===== src/hdl/unit_normal_4d_cross_product_assert.svh =====
// ---------------------------------------------------------------------------
// Assertion macros for the unit normal block
// Clocked on clk, disabled while rst_n is low.
// ---------------------------------------------------------------------------
`ifndef UNIT_NORMAL_4D_CROSS_PRODUCT_ASSERT_SVH
`define UNIT_NORMAL_4D_CROSS_PRODUCT_ASSERT_SVH

// same-cycle implication
`define UCP_ASSERT_IMP(lbl, ante, cons) \
    lbl: assert property (@(posedge clk) disable iff (!rst_n) (ante) |-> (cons)) \
        else $error("unit normal check failed");

// next-cycle implication
`define UCP_ASSERT_NXT(lbl, ante, cons) \
    lbl: assert property (@(posedge clk) disable iff (!rst_n) (ante) |=> (cons)) \
        else $error("unit normal check failed");

`endif


===== src/hdl/ucp_pkg.sv =====
// ---------------------------------------------------------------------------
// ucp_pkg
// Shared constants and index helpers for the unit normal pipeline.
// ---------------------------------------------------------------------------
`default_nettype none

package ucp_pkg;

    localparam int COMP_BITS_DEF = 16;
    localparam int NORM_BITS     = 30;
    localparam int OUT_BITS      = 16;
    localparam int FRAC_BITS     = 15;
    localparam int SQ_W          = 2 * NORM_BITS;
    localparam int SUM_W         = SQ_W + 2;
    localparam int ROOT_W        = SUM_W / 2;
    localparam int REM_W         = ROOT_W + 3;
    localparam int NUM_W         = NORM_BITS + FRAC_BITS + 1;

    localparam logic [OUT_BITS-1:0] Q15_MAX = 16'h7FFF;

    // column pairs of the 2x2 minors of rows B and C
    localparam int PAIR_LO [6] = '{0, 0, 0, 1, 1, 2};
    localparam int PAIR_HI [6] = '{1, 2, 3, 2, 3, 3};

    function automatic int col_of(input int i, input int j);
        return (j < i) ? j : j + 1;
    endfunction

    function automatic int pair_of(input int x, input int y);
        int r;
        r = 0;
        for (int n = 0; n < 6; n++)
        begin
            if (PAIR_LO[n] == x && PAIR_HI[n] == y)
            begin
                r = n;
            end
        end
        return r;
    endfunction

    function automatic int pair_for(input int i, input int j);
        int c_lo;
        int c_hi;
        c_lo = col_of(i, (j == 0) ? 1 : 0);
        c_hi = col_of(i, (j == 2) ? 1 : 2);
        return pair_of(c_lo, c_hi);
    endfunction

endpackage

`default_nettype wire


===== src/hdl/ucp_norm.sv =====
// ---------------------------------------------------------------------------
// ucp_norm
// Magnitude, sign and zero detect, then a staged normalizing shift.
// ---------------------------------------------------------------------------
`default_nettype none

module ucp_norm
    import ucp_pkg::*;
#(
    parameter int W = COMP_BITS_DEF
)
(
    input  logic                        clk,
    input  logic                        rst_n,
    input  logic                        en,
    input  logic                        in_valid,
    input  logic [4*(3*W+1)-1:0]        in_k,
    output logic                        out_valid,
    output logic [3:0][NORM_BITS-1:0]   out_m,
    output logic [3:0]                  out_neg,
    output logic                        out_deg
);

    localparam int KW       = 3 * W + 1;
    localparam int MW       = 3 * W;
    localparam int EW       = MW + NORM_BITS;
    localparam int SH_STEPS = $clog2(EW);

    logic [3:0][EW-1:0] ext_a;
    logic [3:0]         neg_a;
    logic [EW-1:0]      or_a;

    logic [3:0][EW-1:0] v_reg   [SH_STEPS+1];
    logic [EW-1:0]      o_reg   [SH_STEPS+1];
    logic [3:0]         n_reg   [SH_STEPS+1];
    logic               d_reg   [SH_STEPS+1];
    logic [SH_STEPS:0]  val_reg;

    always_comb
    begin
        logic [KW-1:0] kk;
        logic [KW-1:0] nk;
        or_a = '0;
        for (int i = 0; i < 4; i++)
        begin
            kk       = in_k[i*KW +: KW];
            nk       = -kk;
            neg_a[i] = kk[KW-1];
            ext_a[i] = EW'(kk[KW-1] ? nk[MW-1:0] : kk[MW-1:0]);
            or_a     = or_a | ext_a[i];
        end
    end

    always_ff @(posedge clk or negedge rst_n)
    begin
        if (!rst_n)
        begin
            val_reg <= '0;
        end
        else if (en)
        begin
            val_reg <= {val_reg[SH_STEPS-1:0], in_valid};
        end
    end

    always_ff @(posedge clk)
    begin
        if (en)
        begin
            v_reg[0] <= ext_a;
            o_reg[0] <= or_a;
            n_reg[0] <= neg_a;
            d_reg[0] <= (or_a == '0);
        end
    end

    for (genvar gs = 0; gs < SH_STEPS; gs++)
    begin : g_shift
        localparam int AMT = 2 ** (SH_STEPS - 1 - gs);
        logic hold_top;

        assign hold_top = (o_reg[gs][EW-1 -: AMT] != '0);

        always_ff @(posedge clk)
        begin
            if (en)
            begin
                for (int i = 0; i < 4; i++)
                begin
                    v_reg[gs+1][i] <= hold_top ? v_reg[gs][i] : (v_reg[gs][i] << AMT);
                end
                o_reg[gs+1] <= hold_top ? o_reg[gs] : (o_reg[gs] << AMT);
                n_reg[gs+1] <= n_reg[gs];
                d_reg[gs+1] <= d_reg[gs];
            end
        end
    end

    always_comb
    begin
        for (int i = 0; i < 4; i++)
        begin
            out_m[i] = v_reg[SH_STEPS][i][EW-1 -: NORM_BITS];
        end
    end

    assign out_neg   = n_reg[SH_STEPS];
    assign out_deg   = d_reg[SH_STEPS];
    assign out_valid = val_reg[SH_STEPS];

endmodule

`default_nettype wire


===== config.mk =====
export PLATFORM = sky130hd
export DESIGN_NAME = ucp_norm
export DESIGN_NICKNAME = d
export VERILOG_FILES = /design/src/hdl/unit_normal_4d_cross_product_assert.svh /design/src/hdl/ucp_pkg.sv /design/src/hdl/ucp_norm.sv
export SDC_FILE = /design/constraint.sdc
export NUM_CORES = 2
export LEC_CHECK = 0
export ABC_AREA = 1
export BUFFER_PORTS_ARGS = -buffer_cell sky130_fd_sc_hd__buf_4
export CORE_AREA = 2 2 411 413
export CTS_CLUSTER_SIZE = 30
export DETAILED_ROUTE_END_ITERATION = 10
export DIE_AREA = 0 0 413 415
export PLACE_DENSITY_LB_ADDON = 0.12
export SLEW_MARGIN = 20
export SYNTH_ARGS = -nofsm -noshare
export SYNTH_HDL_FRONTEND = slang
export SYNTH_SLANG_ARGS = --single-unit
export TNS_END_PERCENT = 50

===== constraint.sdc =====
create_clock -name clk -period 3.4 [get_ports clk]
set_clock_uncertainty 0.1 [all_clocks]
set_input_delay 0.34 -clock clk [delete_from_list [all_inputs] [get_ports clk]]
set_output_delay 0.34 -clock clk [all_outputs]
set_load 0.005 [all_outputs]

==> flow_metrics.env <==
export IMPL_worstSetupPathType="register to register"
export IMPL_pre_cts_slack_ns=0.421
export IMPL_ctsResizeCount=0
export IMPL_setup_viol_count_final=0
export IMPL_design_area_um2=80900
export IMPL_initial_core_util=0.418
export IMPL_synth_cells=6586
export IMPL_fin_nets=7124
export IMPL_clkSlewWorstSetupHoldPaths_ns=0.06
export IMPL_synth_seq_cells=1588
export IMPL_instances_no_fill=9269
export IMPL_drive_gt1_frac=0.116
export IMPL_finalCriticalPeriod_ns=2.78
export IMPL_drcViolationCount=0
export IMPL_hold_viol_final=0
export IMPL_dieArea_um2=171000
export IMPL_fin_ws_ns=0.616
export IMPL_dr_pass1_iters=8
export IMPL_multi_input_area_um2=16700
export IMPL_worstPathMaxFanout=98
export IMPL_cp_data_arrival_time_ns=3.17
export IMPL_core_area_um2=167000
export IMPL_yosysTopAreaCell="edfxtp_1"
export IMPL_row_count=150
export IMPL_utilization=0.486
export IMPL_whs_path_depth=4
export IMPL_fin_crit_sh=0.819
export IMPL_synthesis_area_um2=69700
export IMPL_die_y_um=415
export IMPL_drt_initial_drc_count=3803
export IMPL_h_tree_depth=4
export IMPL_vias=43700
export IMPL_p_leak_nw=33.2
export IMPL_outcome="finished clean"
export IMPL_r2r_cells=6
export IMPL_min_from="in_k[134]"
export IMPL_antenna_found_initial=3
export IMPL_grt_pass1_vias=41500
export IMPL_place_gp_congestion=0.930
export IMPL_ys_warn_count=0
export IMPL_vias_per_cell=4.72
export IMPL_yosysTopAreaCellShare=0.681
export IMPL_cts_tree="done"
export IMPL_maxSlewHeadroom=0.272
export IMPL_final_common_cell="edfxtp_1"
export IMPL_grt_pass1_wl_um=263000
export IMPL_fmax_mhz=359
export IMPL_yosys_top_cells_area="edfxtp_1 (68%), nand2_1 (8.0%), nor2_1 (5.5%)"
export IMPL_total_power_mw=45.2
export IMPL_whs_ns=0.0544
export IMPL_fill_cells=15300
export IMPL_overflow=0
export IMPL_grt_total_usage=0.204
export IMPL_synth_nets=6790
export IMPL_placed_cells=8788
export IMPL_die_w_um=413
export IMPL_ios=326
export IMPL_ctsRootBufferMaster="clkbuf_16"
export IMPL_largest_reg_flops=1388
export IMPL_hpwl_um=128000
export IMPL_ys_types=41
export IMPL_cts_buffer_depth=3
export IMPL_wl_um=175000
export IMPL_tns_ns=0
export IMPL_clock_sinks=1588
export IMPL_finalMaxSlewViolations=0
export IMPL_ir_drop_uv=532
export IMPL_critPathLaunchType="register"
export IMPL_cp_required_ns=3.79
export IMPL_r2r_slack_ns=0.62
export IMPL_clk_latency_ns=0.79
export IMPL_end_kind="register"
export IMPL_hold_end="o_reg[0][36]$_DFFE_PP_"
export IMPL_final_cell_mix="edfxtp_1 (1580), nand2_1 (1483), nor2_1 (1016), inv_1 (858), o21ai_0 (435)"
export IMPL_p_per_area_nw_per_um2=558
export IMPL_port_buffers=325
export IMPL_worstSetupStartpoint="o_reg[0][45]$_DFFE_PP_"
export IMPL_ys_seq_area_frac=0.684
export IMPL_ff_latch_area_um2=47600
export IMPL_postPlaceCellArea_um2=73800
export IMPL_reg2reg_to="v_reg[0][337]$_SDFFCE_PN0P_"
export IMPL_tightestPinTransition_ns=1.08
export IMPL_avgSynthCellArea_um2=10.6
export IMPL_rsz0062_at_grt="no"
export IMPL_post_drt_wl_per_cell_um=18.9
export IMPL_postRouteAntennaNets=0
export IMPL_hold_path_class="primary input to register"
export IMPL_syn_to_final_growth_pct=16.2
export IMPL_r2r_start="o_reg[0][45]$_DFFE_PP_"
export IMPL_grt_max_degree=201
export IMPL_cts_buffers=171
export IMPL_drv_cap=0
-- how the worst max path moves through the flow --
stage / endpoint / slack [ns] / depth (start not counted)
floorplan: d_reg[0][0]$_DFFE_PP_ / 1.30 / 15
global placement: d_reg[0][0]$_DFFE_PP_ / 0.42 / 10
detailed placement: d_reg[0][0]$_DFFE_PP_ / 0.42 / 10
CTS: v_reg[0][337]$_SDFFCE_PN0P_ / 0.65 / 6
global route: d_reg[0][0]$_DFFE_PP_ / 0.46 / 18
finish: v_reg[0][337]$_SDFFCE_PN0P_ / 0.62 / 6
-- cell type report --
| cell class | instances | area share |
|---|---|---|
| Sequential cell | 1588 | 0.589 |
| Multi-Input combinational cell | 3726 | 0.207 |
| Timing Repair Buffer | 564 | 0.0622 |
| Clock buffer | 222 | 0.0565 |
| Inverter | 869 | 0.0404 |
| Tap cell | 2204 | 0.0341 |
| Clock inverter | 95 | 0.0113 |
| Antenna cell | 1 | 0.0000309 |
-- critical path, cell delays in order, from the launching register on --
cell and delay (ns):
edfxtp_1 0.42, or4_1 0.54, nor3_1 0.17, nand4_1 0.17
nor2_4 0.38, buf_12 0.42, nor2_1 0.20
-- what timing repair did --
action / in CTS / in global routing
endpoints found under the setup margin: 0 / 0
hold endpoints to repair: 231 / 0
hold buffers: 163 / 0
setup buffers: 0 / 0
-- per-layer routing --
layer,routed length [µm],track usage
met3,8000,0.0292
met4,7200,0.0838
met5,25,0
met2,72700,0.289
met1,87300,0.313
-- synthesized netlist by cell type (all sizes together) --
| cell type | count |
|---|---|
| nor2 | 1062 |
| or2 | 4 |
| clkinv | 2 |
| and2 | 5 |
| nand4 | 63 |
| buf | 180 |
| xnor2 | 14 |
| a21oi | 251 |
| nor3 | 6 |
| a21o | 4 |
| nand2 | 1522 |
| mux2 | 70 |
| o21ai | 454 |
| nand3 | 185 |
| nor4 | 11 |
| dfrtp | 8 |
| o211ai | 1 |
| nand3b | 18 |
| xor2 | 28 |
| edfxtp | 1580 |
| or4 | 2 |
| clkbuf | 223 |
| a31o | 1 |
| o21bai | 21 |
| inv | 867 |
| ha | 4 |
-- report_power, final --
part | internal (mW) | switching, mW
clock network | 10.6 | 7.60
logic | 1.14 | 2.24
registers | 23.1 | 0.536
-- cells by family (layout without fill, tap and decap cells) --
group / after synthesis / after routing / synth area share
AOI/OAI and AO/OA: 732 / 732 / 0.0543
xor gates and xnor gates: 42 / 42 / 0.00528
adders and majority gates: 4 / 4 / 0.000718
buffers and inverters: 1272 / 1750 / 0.0765
DFF: 1588 / 1588 / 0.684
muxes: 70 / 70 / 0.0113
other: 0 / 1 / 0
and+or+nand+nor: 2878 / 2878 / 0.168
(Power assumes the default switching activity.)
